===== config.mk =====
export PLATFORM = sky130hd
export DESIGN_NAME = url_percent_decoder
export DESIGN_NICKNAME = d
export VERILOG_FILES = /design/src/design/urld_pkg.sv /design/src/design/urld_fifo.sv /design/src/design/urld_front.sv /design/src/design/urld_back.sv /design/src/design/url_percent_decoder.sv
export SDC_FILE = /design/constraint.sdc
export NUM_CORES = 1
export LEC_CHECK = 0
export BUFFER_PORTS_ARGS = -buffer_cell sky130_fd_sc_hd__buf_2
export CAP_MARGIN = 20
export CORE_MARGIN = 4
export CORE_UTILIZATION = 45
export DETAILED_ROUTE_END_ITERATION = 8
export GPL_TIMING_DRIVEN = 0
export PLACE_DENSITY = 0.58
export SETUP_SLACK_MARGIN = 0.5
export SYNTH_ARGS = -nofsm -noshare
export SYNTH_HDL_FRONTEND = slang
export SYNTH_HIERARCHICAL = 1
export SYNTH_SLANG_ARGS = --single-unit

===== constraint.sdc =====
create_clock -name clk -period 18.7 [get_ports clk]
set_clock_uncertainty 0.2 [all_clocks]
set_input_delay 1.87 -clock clk [delete_from_list [all_inputs] [get_ports clk]]
set_output_delay 1.87 -clock clk [all_outputs]
set_load 0.02 [all_outputs]

===== src/design/urld_pkg.sv =====
// ----------------------------------------------------------------------------
// urld_pkg
// Shared types, constants and the percent-decoding step used by both stages.
// ----------------------------------------------------------------------------
package urld_pkg;

  localparam int unsigned MAX_BURST = 3;
  localparam logic [7:0]  PCT_CHAR  = 8'h25;

  typedef enum logic [2:0] {
    PH_NONE = 3'b001,
    PH_PCT  = 3'b010,
    PH_DIG  = 3'b100
  } phase_t;

  typedef struct packed {
    logic [7:0] data;
    logic       last;
  } beat_t;

  // up to three beats written into a queue in one cycle
  typedef struct packed {
    logic [1:0]                cnt;
    beat_t [MAX_BURST-1:0]     beat;
  } wr_grp_t;

  typedef struct packed {
    wr_grp_t    grp;
    phase_t     phase;
    logic [7:0] held;
  } stage_res_t;

  function automatic logic is_hex(logic [7:0] b);
    logic r;
    r = ((b >= 8'h30) && (b <= 8'h39)) || ((b >= 8'h41) && (b <= 8'h46)) ||
        ((b >= 8'h61) && (b <= 8'h66));
    return r;
  endfunction

  function automatic logic [3:0] hex_value(logic [7:0] b);
    logic [7:0] v;
    v = 8'h00;
    if ((b >= 8'h30) && (b <= 8'h39)) begin
      v = b - 8'h30;
    end else if ((b >= 8'h41) && (b <= 8'h46)) begin
      v = b - 8'h37;
    end else if ((b >= 8'h61) && (b <= 8'h66)) begin
      v = b - 8'h57;
    end
    return v[3:0];
  endfunction

  // one byte through one decoding stage
  function automatic stage_res_t stage_step(phase_t phase, logic [7:0] held,
                                            logic [7:0] b, logic last);
    stage_res_t r;
    logic [1:0] n;
    logic       taken;
    r       = '0;
    r.phase = PH_NONE;
    r.held  = held;
    n       = 2'd0;
    taken   = 1'b0;
    case (phase)
      PH_PCT: begin
        if (is_hex(b)) begin
          r.held  = b;
          r.phase = PH_DIG;
          taken   = 1'b1;
        end else begin
          r.grp.beat[n].data = PCT_CHAR;
          n = n + 2'd1;
        end
      end
      PH_DIG: begin
        if (is_hex(b)) begin
          r.grp.beat[n].data = {hex_value(held), hex_value(b)};
          n = n + 2'd1;
          taken = 1'b1;
        end else begin
          r.grp.beat[n].data = PCT_CHAR;
          n = n + 2'd1;
          r.grp.beat[n].data = held;
          n = n + 2'd1;
        end
      end
      default: begin
      end
    endcase
    if (!taken) begin
      if (b == PCT_CHAR) begin
        r.phase = PH_PCT;
      end else begin
        r.grp.beat[n].data = b;
        n = n + 2'd1;
      end
    end
    // end of string: flush whatever is held
    if (last) begin
      if (r.phase == PH_PCT) begin
        r.grp.beat[n].data = PCT_CHAR;
        n = n + 2'd1;
      end else if (r.phase == PH_DIG) begin
        r.grp.beat[n].data = PCT_CHAR;
        n = n + 2'd1;
        r.grp.beat[n].data = r.held;
        n = n + 2'd1;
      end
      r.phase = PH_NONE;
      r.held  = 8'h00;
      if (n != 2'd0) begin
        r.grp.beat[n - 2'd1].last = 1'b1;
      end
    end
    r.grp.cnt = n;
    return r;
  endfunction

endpackage


===== src/design/urld_fifo.sv =====
// ----------------------------------------------------------------------------
// urld_fifo
// Beat queue taking up to three beats per cycle and giving one per cycle.
// ----------------------------------------------------------------------------
module urld_fifo #(
  parameter int unsigned DEPTH = 8
) (
  input  logic              clk,
  input  logic              rst_n,
  input  urld_pkg::wr_grp_t wr,
  input  logic              rd_en,
  output urld_pkg::beat_t   rd_beat,
  output logic              empty,
  output logic              room
);

  localparam int unsigned AW    = $clog2(DEPTH);
  localparam int unsigned PW    = AW + 1;
  localparam int unsigned CW    = $clog2(DEPTH + 1);
  localparam int unsigned LIMIT = DEPTH - urld_pkg::MAX_BURST;

  urld_pkg::beat_t mem [DEPTH];

  logic [AW-1:0] wr_ptr_r, wr_ptr_nxt;
  logic [AW-1:0] rd_ptr_r, rd_ptr_nxt;
  logic [CW-1:0] cnt_r, cnt_nxt;

  // pointer advance that wraps at any depth
  function automatic logic [AW-1:0] ptr_add(logic [AW-1:0] p, logic [AW-1:0] k);
    logic [PW-1:0] s;
    s = {1'b0, p} + {1'b0, k};
    if (s >= PW'(DEPTH)) begin
      s = s - PW'(DEPTH);
    end
    return s[AW-1:0];
  endfunction

  assign rd_beat = mem[rd_ptr_r];
  assign empty   = (cnt_r == '0);
  assign room    = (cnt_r <= CW'(LIMIT));

  always_comb begin
    wr_ptr_nxt = ptr_add(wr_ptr_r, AW'(wr.cnt));
    rd_ptr_nxt = ptr_add(rd_ptr_r, AW'(rd_en));
    cnt_nxt    = cnt_r + CW'(wr.cnt) - CW'(rd_en);
  end

  always_ff @(posedge clk) begin
    if (!rst_n) begin
      wr_ptr_r <= '0;
      rd_ptr_r <= '0;
      cnt_r    <= '0;
    end else begin
      wr_ptr_r <= wr_ptr_nxt;
      rd_ptr_r <= rd_ptr_nxt;
      cnt_r    <= cnt_nxt;
    end
  end

  always_ff @(posedge clk) begin
    for (int i = 0; i < int'(urld_pkg::MAX_BURST); i++) begin
      if (i < int'(wr.cnt)) begin
        mem[ptr_add(wr_ptr_r, AW'(i))] <= wr.beat[i];
      end
    end
  end

  a_no_overflow: assert property (@(posedge clk) disable iff (!rst_n)
    cnt_r <= CW'(DEPTH))
    else $error("queue fill above depth");

  a_no_underflow: assert property (@(posedge clk) disable iff (!rst_n)
    rd_en |-> !empty)
    else $error("read from empty queue");

  a_write_fits: assert property (@(posedge clk) disable iff (!rst_n)
    (wr.cnt != 2'd0) |-> room)
    else $error("burst written without room");

endmodule


===== src/design/urld_front.sv =====
// ----------------------------------------------------------------------------
// urld_front
// First decoding stage: classifies each accepted byte and emits a burst.
// ----------------------------------------------------------------------------
module urld_front (
  input  logic              clk,
  input  logic              rst_n,
  input  logic              accept,
  input  logic [7:0]        in_byte,
  input  logic              in_last,
  output urld_pkg::wr_grp_t wr
);

  urld_pkg::phase_t     phase_r, phase_nxt;
  logic [7:0]           held_r, held_nxt;
  urld_pkg::stage_res_t res;

  always_comb begin
    res       = urld_pkg::stage_step(phase_r, held_r, in_byte, in_last);
    wr        = res.grp;
    phase_nxt = phase_r;
    held_nxt  = held_r;
    if (accept) begin
      phase_nxt = res.phase;
      held_nxt  = res.held;
    end else begin
      wr.cnt = 2'd0;
    end
  end

  always_ff @(posedge clk) begin
    if (!rst_n) begin
      phase_r <= urld_pkg::PH_NONE;
      held_r  <= 8'h00;
    end else begin
      phase_r <= phase_nxt;
      held_r  <= held_nxt;
    end
  end

endmodule


===== src/design/urld_back.sv =====
// ----------------------------------------------------------------------------
// urld_back
// Second decoding stage with bypass, and the second-pass enable register.
// ----------------------------------------------------------------------------
module urld_back (
  input  logic              clk,
  input  logic              rst_n,
  input  logic              cfg_wr,
  input  logic              cfg_dual_pass,
  input  logic              mid_empty,
  input  urld_pkg::beat_t   mid_beat,
  input  logic              out_room,
  output logic              mid_pop,
  output urld_pkg::wr_grp_t wr
);

  logic                 dd_r, dd_nxt;
  urld_pkg::phase_t     phase_r, phase_nxt;
  logic [7:0]           held_r, held_nxt;
  urld_pkg::stage_res_t res;

  assign mid_pop = !mid_empty && out_room;

  always_comb begin
    res       = urld_pkg::stage_step(phase_r, held_r, mid_beat.data, mid_beat.last);
    dd_nxt    = dd_r;
    phase_nxt = phase_r;
    held_nxt  = held_r;
    wr        = '0;
    if (mid_pop) begin
      if (dd_r) begin
        wr        = res.grp;
        phase_nxt = res.phase;
        held_nxt  = res.held;
      end else begin
        wr.cnt     = 2'd1;
        wr.beat[0] = mid_beat;
      end
    end
    // a mode write drops anything the second stage holds
    if (cfg_wr) begin
      dd_nxt    = cfg_dual_pass;
      phase_nxt = urld_pkg::PH_NONE;
      held_nxt  = 8'h00;
    end
  end

  always_ff @(posedge clk) begin
    if (!rst_n) begin
      dd_r    <= 1'b0;
      phase_r <= urld_pkg::PH_NONE;
      held_r  <= 8'h00;
    end else begin
      dd_r    <= dd_nxt;
      phase_r <= phase_nxt;
      held_r  <= held_nxt;
    end
  end

  a_cfg_clears: assert property (@(posedge clk) disable iff (!rst_n)
    cfg_wr |=> (phase_r == urld_pkg::PH_NONE))
    else $error("second stage not cleared by mode write");

endmodule


===== src/design/url_percent_decoder.sv =====
// ----------------------------------------------------------------------------
// url_percent_decoder
// Streaming percent-decoder of byte strings with optional second pass.
// ----------------------------------------------------------------------------
// Input is a queue write side: a beat (in_byte, in_last) is taken when
// in_push is high and in_full low. Results come out of a queue read side:
// out_byte/out_last are valid while out_empty is low and leave on out_pop.
// The cfg channel (cfg_valid/cfg_ready, always ready) sets the second-pass
// enable; write it only while the block is drained. A write clears the
// second stage. Throughput is one input beat and one result beat per cycle
// while in_full and out_empty are low. Output of a taken byte enters the
// middle queue and the back stage moves it to the result queue once that
// has room. One input byte can emit up to three bytes per stage; these
// bursts land in both queues and drain one beat per cycle unless stalled.
// in_full rises when the middle queue has fewer than three free entries.
// If the receiver stops popping, the result queue fills, the back stage
// stops, the middle queue fills and in_full is raised; nothing is lost.
// Reset clears both queues, both stage states and the second-pass enable.
// ----------------------------------------------------------------------------
module url_percent_decoder #(
  parameter int unsigned QUEUE_DEPTH = 8
) (
  input  logic       clk,
  input  logic       rst_n,
  input  logic       in_push,
  output logic       in_full,
  input  logic [7:0] in_byte,
  input  logic       in_last,
  output logic       out_empty,
  input  logic       out_pop,
  output logic [7:0] out_byte,
  output logic       out_last,
  input  logic       cfg_valid,
  output logic       cfg_ready,
  input  logic       cfg_dual_pass
);

  urld_pkg::wr_grp_t front_wr;
  urld_pkg::wr_grp_t back_wr;
  urld_pkg::beat_t   mid_beat;
  urld_pkg::beat_t   out_beat;
  logic              mid_empty;
  logic              mid_room;
  logic              mid_pop;
  logic              out_room;
  logic              accept;

  assign cfg_ready = 1'b1;
  assign in_full   = !mid_room;
  assign accept    = in_push && mid_room;
  assign out_byte  = out_beat.data;
  assign out_last  = out_beat.last;

  urld_front u_front (
    .clk     (clk),
    .rst_n   (rst_n),
    .accept  (accept),
    .in_byte (in_byte),
    .in_last (in_last),
    .wr      (front_wr)
  );

  urld_fifo #(.DEPTH(QUEUE_DEPTH)) u_mid_q (
    .clk     (clk),
    .rst_n   (rst_n),
    .wr      (front_wr),
    .rd_en   (mid_pop),
    .rd_beat (mid_beat),
    .empty   (mid_empty),
    .room    (mid_room)
  );

  urld_back u_back (
    .clk           (clk),
    .rst_n         (rst_n),
    .cfg_wr        (cfg_valid),
    .cfg_dual_pass (cfg_dual_pass),
    .mid_empty     (mid_empty),
    .mid_beat      (mid_beat),
    .out_room      (out_room),
    .mid_pop       (mid_pop),
    .wr            (back_wr)
  );

  urld_fifo #(.DEPTH(QUEUE_DEPTH)) u_out_q (
    .clk     (clk),
    .rst_n   (rst_n),
    .wr      (back_wr),
    .rd_en   (out_pop && !out_empty),
    .rd_beat (out_beat),
    .empty   (out_empty),
    .room    (out_room)
  );

endmodule


Yosys cells after proc, flatten, opt, wreduce, memory -nomap -nowiden:

Memories as Yosys holds them, arrays and structs flattened. A register that Yosys moved wholly into a read port is not among the register bits.
Cells that the tools add are included.

* bits in registers: 43
* RAM bits: 144
* input bits: 15
* output and inout port bits: 12
* logic and storage cells: 285
* memories: 2

Memories
* u_mid_q.mem: words 8, width 9, read ports 1, clocked after memory_dff 1, wr ports 3, RTL line urld_fifo.sv:22 `urld_pkg::beat_t mem [DEPTH];`
* u_out_q.mem: words 8, width 9, read ports 1, clocked after memory_dff 1, wr ports 3, RTL line urld_fifo.sv:22

* add/subtract/negate cells: 42
* magnitude comparators: 58
* equal/unequal tests: 10
* mux-type cells: 123
* bitwise gates (word level): 1
* reductions and logical operators: 38

Operator list (number)
* $mux W27: 10
* $bwmux W27: 8
* $demux W9 S2: 8
* $mux W38: 2
* $ge A8 B7 Y1 const B: 8
* $le A8 B7 Y1 const B: 8
* $mux W9: 7
* $mux W3: 20
* $mux W30: 2
* $mux W4: 12
* $mux W8: 6
* $mux W11: 4
* $ge A4 B4 Y1 const B: 8
* $ge A8 B6 Y1 const B: 4
* $le A8 B6 Y1 const B: 4
* $mux W2: 16
* $pmux W8 S2: 2
* $sub A4 B3 Y4 const B: 8
* $sub A3 B1 Y3 const B: 10
* $mux W29: 1
* $lt A2 B3 Y1 const B: 8
* $logic_and A1 B1 Y1: 23
* $mux W1: 20
* $mux W18: 1
* other kinds (26): 72

Logic depth before layout (Yosys ltp):

Gate-level depths: netlist (run 1).

* depth after elaboration: 30
* gate-level depth with buffers: 29
* mapped depth without buffers: 23

Cells and area by module:

Netlist (run 1), hierarchy kept.

Modules (own cells, without submodules)
* urld_fifo at u_out_q: times used 1, cells each 589, area an instance 5694.2 um2, seq. area each 2362.3 um2
* urld_fifo at u_mid_q: times used 1, cells each 589, area an instance 5655.4 um2, seq. area each 2362.3 um2
* urld_front: times used 1, cells each 249, area an instance 1828.0 um2, seq. area each 220.2 um2
* urld_back: times used 1, cells each 257, area an instance 1744.2 um2, seq. area each 240.2 um2
* url_percent_decoder: times used 1, cells each 5, area an instance 35.0 um2, seq. area each 0.0 um2

Worst setup path after synthesis (run 1):

No wires, ideal clock.

* path type: in2reg
* from: input in_byte[0]
* to: memory u_mid_q/mem[1][0] (netlist name), enable pin
* arrival: 6.234 ns
* data required time: 18.121 ns
* setup slack: 11.887 ns
* cell stages on the path: 20
* buffers on the path: 4
* cell sequence: clkbuf_1 > inv_1 > ha_1 > nor3b_1 > o31a_1 > buf_6 > nor3_1 > a21oi_1 > ha_1 > a21boi_0 > o21ai_1 > ha_1 > nand2_1 > o21ai_1 > o32ai_1 > buf_4 > clkbuf_1 > o21bai_1 > mux2_2 > o22ai_1

RTL lines
* start, declared: RTL line url_percent_decoder.sv:27 `input logic [7:0] in_byte,`
* end, declared: RTL line urld_fifo.sv:22

==> results by group, run 1 <==
Status
  – Status: finished, final reports clean

Clock tree
  – Clock Latency Late Sink: 0.45 ns
  – Cts hold-fix bufs: 0
  – Clk slew on worst S/H paths: 0.07 ns
  – # resized after CTS: 0
  – Root Buffer: clkbuf_16
  – CTS Buf Count: 17
  – Clock sinks: 187
  – H-tree levels: 4
  – TritonCTS clock tree: done
  – Setup bufs post-CTS: 0
  – CTS Buffer Depth: 2

Global routing
  – Initial antenna violation count: 0
  – First-pass GRT wire length: 86950 um
  – Vias in the first global route: 13615
  – Pin count of the biggest net entering global routing: 17
  – GR Overflow Total: 0
  – GRT Util Overall: 32.07%

Logic synthesis
  – Register area share after synthesis: 34.67%
  – Top_reg_cell synth: edfxtp_1
  – Avg Inst Size Synth: 8.855 um^2
  – Netlist Area Pre-Place: 14960 um^2
  – #FFs+latches synth: 187
  – Async S/R FF share, synth: 0%
  – Ys Warns: 6
  – Post-Synthesis Cells: 1689
  – Post-synth EDFFs: 144
  – Synth cell types: 93
  – Syn Nets: 1759

Worst setup path
  – Reg-to-Reg Start: u_mid_q/rd_ptr_r[1]
  – Endpoint of the worst-slack reg-to-reg timing path: u_out_q/mem[5][7]
  – CP startpoint kind: primary input
  – Critical Path RT: 18.66 ns
  – FF-to-FF path depth: 24
  – Critical path peak fanout: 10
  – R2r setup slk: 10.86 ns
  – CP startpoint: in_byte[0]
  – Critical path endpoint category: flip-flop
  – Critical path type: primary input to flip-flop
  – Crit path DAT: 7.99 ns

Die
  – Die height: 190.3 um
  – Core ar.: 32700 um^2
  – # rows: 66
  – DIE WIDTH: 190.3 um
  – Top-level port count: 27
  – Die area: 36220 um^2
  – Initial Util: 45.74%

Place
  – Inst Count DP: 2172
  – HPWL after DPL: 45500 um
  – Routability Congestion: 1.039
  – Port Buf Inserts: 25
  – Dpl ws: 10.25 ns

Hold path
  – Hold EP: u_back/phase_r[1]
  – Hold path startpoint: u_back/phase_r[1]
  – Hold depth: 2
  – Hold crit path type: flip-flop to flip-flop

Timing
  – Crit path time final: 8.036 ns
  – Worst-margin pin slew: 1.172 ns
  – Final WS setup: 10.66 ns
  – Unrepaired setup endpoints after global routing: no
  – Final period util: 42.97%
  – Max-slew violations: 0
  – Slew margin rel.: 21.87%
  – Setup_tns: 0 ns
  – Count of final setup violators: 0
  – Final hold violations: 0
  – Fmax achieved: 124.4 MHz

Route
  – Final routed DRC violation total: 0
  – DRT antenna net count: 0
  – Routed vias/inst: 6.484
  – Routed vias: 14298
  – Routed WL per cell: 26.58 um
  – DR pass1 iterations: 8
  – Iteration-0 DRC Markers: 1757
  – DRT Wirelength: 58610 um

Power and ir drop
  – Static Leak: 5.487 nW
  – Max VDD drop: 0.06866 mV
  – Pwr Density: 110.0 nW/um^2

Final layout
  – Layout cell share with drive strength beyond 1: 13.05%
  – # nets final: 1820
  – Area grow syn2layout: 9.645%
  – Final cell count without fillers: 2205
  – Inserted Diodes: 0
  – Fillers: 3182

Run
  – Max Cap Violations: 0
[layer usage]
layer	GRT usage [%]	wire length (um)	vias up
met5	0	0	-
met4	17.87	3814	0
met3	4.339	3971	198
met2	54.97	28480	827
met1	38.94	22350	6769
li1	-	-	6504
[cells in the mapped netlist, drive strengths merged, types with 4 or more instances]
cell,instances,area [um^2]
and4,21,183.9
a311oi,6,52.55
a22o,6,52.55
a21boi,9,78.83
o21ai,178,890.9
nand2,193,729.5
mux2,23,259.0
edfxtp,144,4324
dfxtp,43,860.8
a21o,10,75.07
or3b,4,35.04
o21bai,6,45.04
nor4,4,40.04
or2,21,131.4
inv,54,202.7
and2,27,168.9
o31ai,4,43.79
clkbuf,90,341.6
a31oi,152,950.9
nor2b,7,51.30
mux4,36,923.4
xor2,8,70.07
buf,121,735.7
a211oi,6,55.05
and3,9,56.30
nand3,23,115.1
nand2b,12,75.07
mux2i,4,40.04
nor2,45,168.9
a22oi,14,105.1
nor4bb,18,180.2
nor3b,8,60.06
xnor2,4,35.03
ha,51,638.1
and4b,36,360.4
a32oi,4,35.03
a21oi,43,219.0
o22ai,19,118.9
nor3,164,825.8
nand3b,7,65.06
fa,4,80.08
[registers in the layout, summed over array words and instances (netlist names), 4 cells and up]
register        flops
u_mid_q/mem        72
u_out_q/mem        72
u_back/held_r       8
u_front/held_r      8
u_mid_q/cnt_r       4
u_out_q/cnt_r       4
[cells in the final DEF (no fill, tap or decap), drive strengths merged, types with 14 or more instances in the layout]
cell,netlist,routed
a21oi,43,43
a22oi,14,14
a31oi,152,152
and2,27,27
and4,21,21
and4b,36,36
buf,121,163
clkbuf,90,109
dfxtp,43,43
edfxtp,144,144
ha,51,51
inv,54,58
mux2,23,23
mux4,36,36
nand2,193,193
nand3,23,23
nor2,45,45
nor3,164,164
nor4bb,18,18
o21ai,178,178
o22ai,19,19
or2,21,21
[per-stage QoR]
| stage | power [W] | hold WS [ns] | utilization [%] | area (um^2) |
|---|---|---|---|---|
| 3_3_place_gp | 0.001397 | 0.3093 | 47.81 | 15640 |
| 5_1_grt | 0.001901 | 0.3516 | 50.15 | 16400 |
| 3_5_place_dp | 0.001415 | 0.3073 | 48.23 | 15770 |
| 4_1_cts | 0.001800 | 0.3334 | 50.13 | 16390 |
| 6_report | 0.001804 | 0.3375 | 50.15 | 16400 |
| 2_1_floorplan | 0.001117 | 0.2460 | - | 14960 |
[power by group]
group          internal, W  switching [W]  total (W)
logic             0.000305       0.000561   0.000866
registers         0.000534      0.0000203   0.000554
clock network     0.000225       0.000159   0.000384
total              0.00106       0.000741    0.00180
[area by class of cell]
type	instances	area, um^2	share of cell area, %
plain buffers	211	1077	6.569
clock buffers	19	432.9	2.640
clock inverters	13	187.7	1.144
inverters	56	210.2	1.282
multi-input cells	1235	8489	51.77
flip-flops and latches	187	5185	31.62
well taps	442	553.0	3.372
repair buffers	42	264.0	1.610
[how the worst max path moves through the flow]
stage                                    to  cells after the start  slack [ns]
after global placement    u_mid_q/mem[7][6]                     21       10.16
final                     u_mid_q/mem[1][7]                     22       10.66
after floorplan           u_mid_q/mem[1][0]                     20       11.89
after global routing      u_mid_q/mem[1][7]                     22       10.41
after CTS                 u_mid_q/mem[5][6]                     21       10.72
after detailed placement  u_mid_q/mem[5][8]                     21       10.25
[cells by family after synthesis]
| family | share of synthesized area, % |
|---|---|
| AOI/OAI and AO/OA | 20.41 |
| muxes | 8.173 |
| other | 0.02507 |
| xor gates and xnor gates | 0.7027 |
| buffers and inverters | 8.608 |
| DFF | 34.67 |
| and+or+nand+nor | 22.48 |
| adders and majority gates | 4.936 |
[worst max-delay path, stage by stage]
cell and delay [ns]:
buf_2 0.10, clkbuf_1 0.42, inv_1 0.13, ha_1 0.26, nor3b_1 0.17, o31a_1 0.27, buf_6 0.15, nor3_1 0.50
a21oi_1 0.16, ha_1 0.32, a21boi_0 0.14, o21ai_1 0.33, ha_1 0.30, nand2_1 0.06, o21ai_1 0.12, o32ai_1 0.71
buf_4 0.29, nand3_1 0.21, buf_2 0.28, mux2_2 0.30, o22ai_1 0.61, buf_4 0.29
Note: power is estimated with default switching activity, not from simulation.
==> inputs of run 2 (changes only) <==
--- a/config.mk
+++ b/config.mk
@@ -11,7 +11,7 @@
 export CORE_UTILIZATION = 45
 export DETAILED_ROUTE_END_ITERATION = 8
 export GPL_TIMING_DRIVEN = 0
-export PLACE_DENSITY = 0.58
+export PLACE_DENSITY = 0.61
 export SETUP_SLACK_MARGIN = 0.5
 export SYNTH_ARGS = -nofsm -noshare
 export SYNTH_HDL_FRONTEND = slang
==> constraint.sdc (replaced) <==
create_clock -name clk -period 7.3 [get_ports clk]
set_clock_uncertainty 0.2 [all_clocks]
set_input_delay 0.73 -clock clk [delete_from_list [all_inputs] [get_ports clk]]
set_output_delay 0.73 -clock clk [all_outputs]
set_load 0.02 [all_outputs]
==> results by group, run 2 (synthesis gave the netlist of run 1 again) <==
Status
  – Status: finished, final reports clean (unchanged)

Run
  – Max Cap Violations: 0 (unchanged)

Timing
  – Unrepaired setup endpoints after global routing: no (unchanged)
  – Final WS setup: 0.7079 ns (was 10.66 ns)
  – Count of final setup violators: 0 (unchanged)
  – Setup_tns: 0 ns (unchanged)
  – Slew margin rel.: 33.08% (was 21.87%)
  – Crit path time final: 6.592 ns
  – Worst-margin pin slew: 1.004 ns (was 1.172 ns)
  – Final period util: 90.30%
  – Max-slew violations: 0 (unchanged)
  – Fmax achieved: 151.7 MHz
  – Final hold violations: 0 (unchanged)

Worst setup path
  – Cell family with most CP delay: buffers and inverters (was compound AO/OA/AOI/OAI gates)
  – Bufs and invs on worst path: 8 (was 7)
  – Critical path endpoint category: flip-flop (unchanged)
  – Critical path peak fanout: 10 (unchanged)
  – CP startpoint kind: flip-flop (was primary input)
  – Critical path depth: 25 (was 22)
  – Critical path type: flip-flop to flip-flop (was primary input to flip-flop)
  – Crit-path max cell delay: 0.58 ns (was 0.71 ns)
  – Endpoint of the worst-slack reg-to-reg timing path: u_out_q/mem[0][1] (was u_out_q/mem[5][7])
  – Critical Path RT: 7.32 ns (was 18.66 ns)
  – Crit path DAT: 6.61 ns (was 7.99 ns)
  – FF-to-FF path depth: 25 (was 24)
  – Critical path's slowest cell: mux4_2 (was o32ai_1)
  – Reg-to-Reg Start: u_mid_q/rd_ptr_r[0] (was u_mid_q/rd_ptr_r[1])
  – R2r setup slk: 0.71 ns (was 10.86 ns)

Route
  – Routed WL per cell: 25.38 um (was 26.58 um)
  – Iteration-0 DRC Markers: 1765 (was 1757)
  – Final routed DRC violation total: 0 (unchanged)
  – DRT antenna net count: 0 (unchanged)
  – DR pass1 iterations: 6 (was 8)
  – Routed vias/inst: 6.538 (was 6.484)
  – Routed vias: 14450 (was 14298)
  – DRT Wirelength: 56100 um (was 58610 um)

Place
  – HPWL after DPL: 42670 um (was 45500 um)
  – Dpl ws: -0.5328 ns (was 10.25 ns)
  – Dpl cell area: 15720 um^2 (was 15770 um^2)
  – Port Buf Inserts: 25 (unchanged)
  – Routability Congestion: 1.021 (was 1.039)

Clock tree
  – Root Buffer: clkbuf_16 (unchanged)
  – Clock Latency Late Sink: 0.47 ns (was 0.45 ns)
  – Clk slew on worst S/H paths: 0.07 ns (about the same)
  – H-tree levels: 4 (unchanged)
  – TritonCTS clock tree: done (unchanged)
  – CTS Buf Count: 17 (unchanged)
  – Clock sinks: 187 (unchanged)
  – CTS Buffer Depth: 2 (unchanged)
  – Cts hold-fix bufs: 0 (unchanged)

Final layout
  – Multi-input logic area: 8613 um^2 (was 8489 um^2)
  – Layout cell share with drive strength beyond 1: 14.71% (was 13.05%)
  – Final instance area: 16580 um^2 (was 16400 um^2)
  – Top flop regs: u_mid_q/mem (72), u_out_q/mem (72) (unchanged)
  – Most frequent cells in the layout: 191 x nand2_1, 173 x o21ai_0, 161 x nor3_1 (was 191 x nand2_1, 174 x o21ai_0, 163 x nor3_1)
  – FF+latch area: 5185 um^2 (unchanged)
  – Area grow syn2layout: 10.86% (was 9.645%)
  – # nets final: 1827 (was 1820)
  – Inserted Diodes: 0 (unchanged)
  – Commonest non-fill, non-tap cell in the layout: nand2_1 (unchanged)
  – Fillers: 3167 (was 3182)

Power and ir drop
  – Pwr Density: 282.1 nW/um^2 (was 110.0 nW/um^2)
  – Static Leak: 5.536 nW (was 5.487 nW)
  – Max VDD drop: 0.1932 mV (was 0.06866 mV)

Die
  – Top-level port count: 27 (unchanged)
  – Core ar.: 32700 um^2 (unchanged)
  – DIE WIDTH: 190.3 um (unchanged)
  – # rows: 66 (unchanged)
  – Die height: 190.3 um (unchanged)
  – Die area: 36220 um^2 (unchanged)
  – Initial Util: 45.74% (unchanged)

Hold path
  – Hold path startpoint: u_front/held_r[7] (was u_back/phase_r[1])
  – Hold EP: u_front/held_r[7] (was u_back/phase_r[1])
  – Hold crit path type: flip-flop to flip-flop (unchanged)
  – Hold depth: 1 (was 2)

Global routing
  – First-pass GRT wire length: 83680 um (was 86950 um)
  – GRT busiest layer: met2 (unchanged)
  – Initial antenna violation count: 0 (unchanged)
  – GRT Util Overall: 30.42% (was 32.07%)
  – GR Overflow Total: 0 (unchanged)
  – Met2 Track Usage GR: 51.96% (was 54.97%)
  – Pin count of the biggest net entering global routing: 17 (unchanged)
  – Vias in the first global route: 13694 (was 13615)
  – Met1 GRT Util: 37.51% (was 38.94%)
  – Met3 Usage GRT: 4.321% (was 4.339%)
## run 2: changes by cell type in the layout (fill, tap and decap cells not counted), sizes merged
cell,change
buf,+5
bufinv,-1
clkinv,+1
inv,-2
clkinvlp,+2
## run 2: cell type report
class	count	share of cell area, %
plain buffers	211	6.610
clock buffers	17	2.566
clock inverters	13	1.026
inverters	56	1.268
multi-input cells	1235	51.95
flip-flops and latches	187	31.27
well taps	442	3.335
repair buffers	49	1.977
## run 2: report_power, final
group          switching, W  total [W]  leakage (nW)  internal, W
Combinational       0.00147    0.00230          3.59     0.000827
Clock              0.000418   0.000955         0.277     0.000537
Sequential        0.0000576    0.00143          1.67      0.00137
Total               0.00194    0.00468          5.54      0.00273
## run 2: layer usage
| layer | up-vias | wire [um] |
|---|---|---|
| met3 | 193 | 4279 |
| met4 | 0 | 3151 |
| met5 | - | 0 |
| met2 | 867 | 27250 |
| met1 | 6891 | 21420 |
| li1 | 6499 | - |
## run 2: what timing repair did
action / CTS / global route
setup endpoints to repair: 137 / 151
pin swaps: 2 / 1
setup buffers: 5 / 5
resized for setup: 18 / 20
## run 2: worst max-delay path by stage
stage	start	endpoint
2_1_floorplan	u_mid_q/rd_ptr_r[0]	u_out_q/mem[1][0]
6_report	u_mid_q/rd_ptr_r[0]	u_out_q/mem[0][1]
3_5_place_dp	u_mid_q/rd_ptr_r[1]	u_out_q/mem[4][7]
4_1_cts	u_mid_q/rd_ptr_r[0]	u_out_q/mem[0][1]
5_1_grt	u_mid_q/rd_ptr_r[0]	u_out_q/mem[1][7]
3_3_place_gp	u_mid_q/rd_ptr_r[1]	u_out_q/mem[5][7]
## run 2: stage by stage
step | hold WS (ns) | total power, W | std cells | util [%]
2_1_floorplan | 0.2460 | 0.002860 | 1689 | -
3_3_place_gp | 0.2916 | 0.003556 | 2156 | 47.81
3_5_place_dp | 0.3049 | 0.003602 | 2167 | 48.06
4_1_cts | 0.3016 | 0.004640 | 2202 | 50.34
5_1_grt | 0.3194 | 0.004920 | 2210 | 50.70
6_report | 0.3228 | 0.004678 | 2210 | 50.70
## run 2: worst register-to-register path, cell delays in order, from the launching register on
cell,delay (ns)
dfxtp_1,0.36
buf_6,0.18
buf_6,0.21
mux4_2,0.59
mux2_2,0.35
buf_2,0.21
inv_1,0.10
ha_1,0.20
o21bai_2,0.16
a211oi_4,0.33
and3_2,0.30
nor2_2,0.07
ha_1,0.27
inv_1,0.07
nor3_4,0.24
a21oi_4,0.08
ha_1,0.24
o32a_1,0.34
nand4_1,0.17
o31ai_4,0.14
buf_6,0.18
nand3_1,0.14
buf_2,0.30
clkbuf_1,0.48
nor3_1,0.10
a31oi_1,0.36
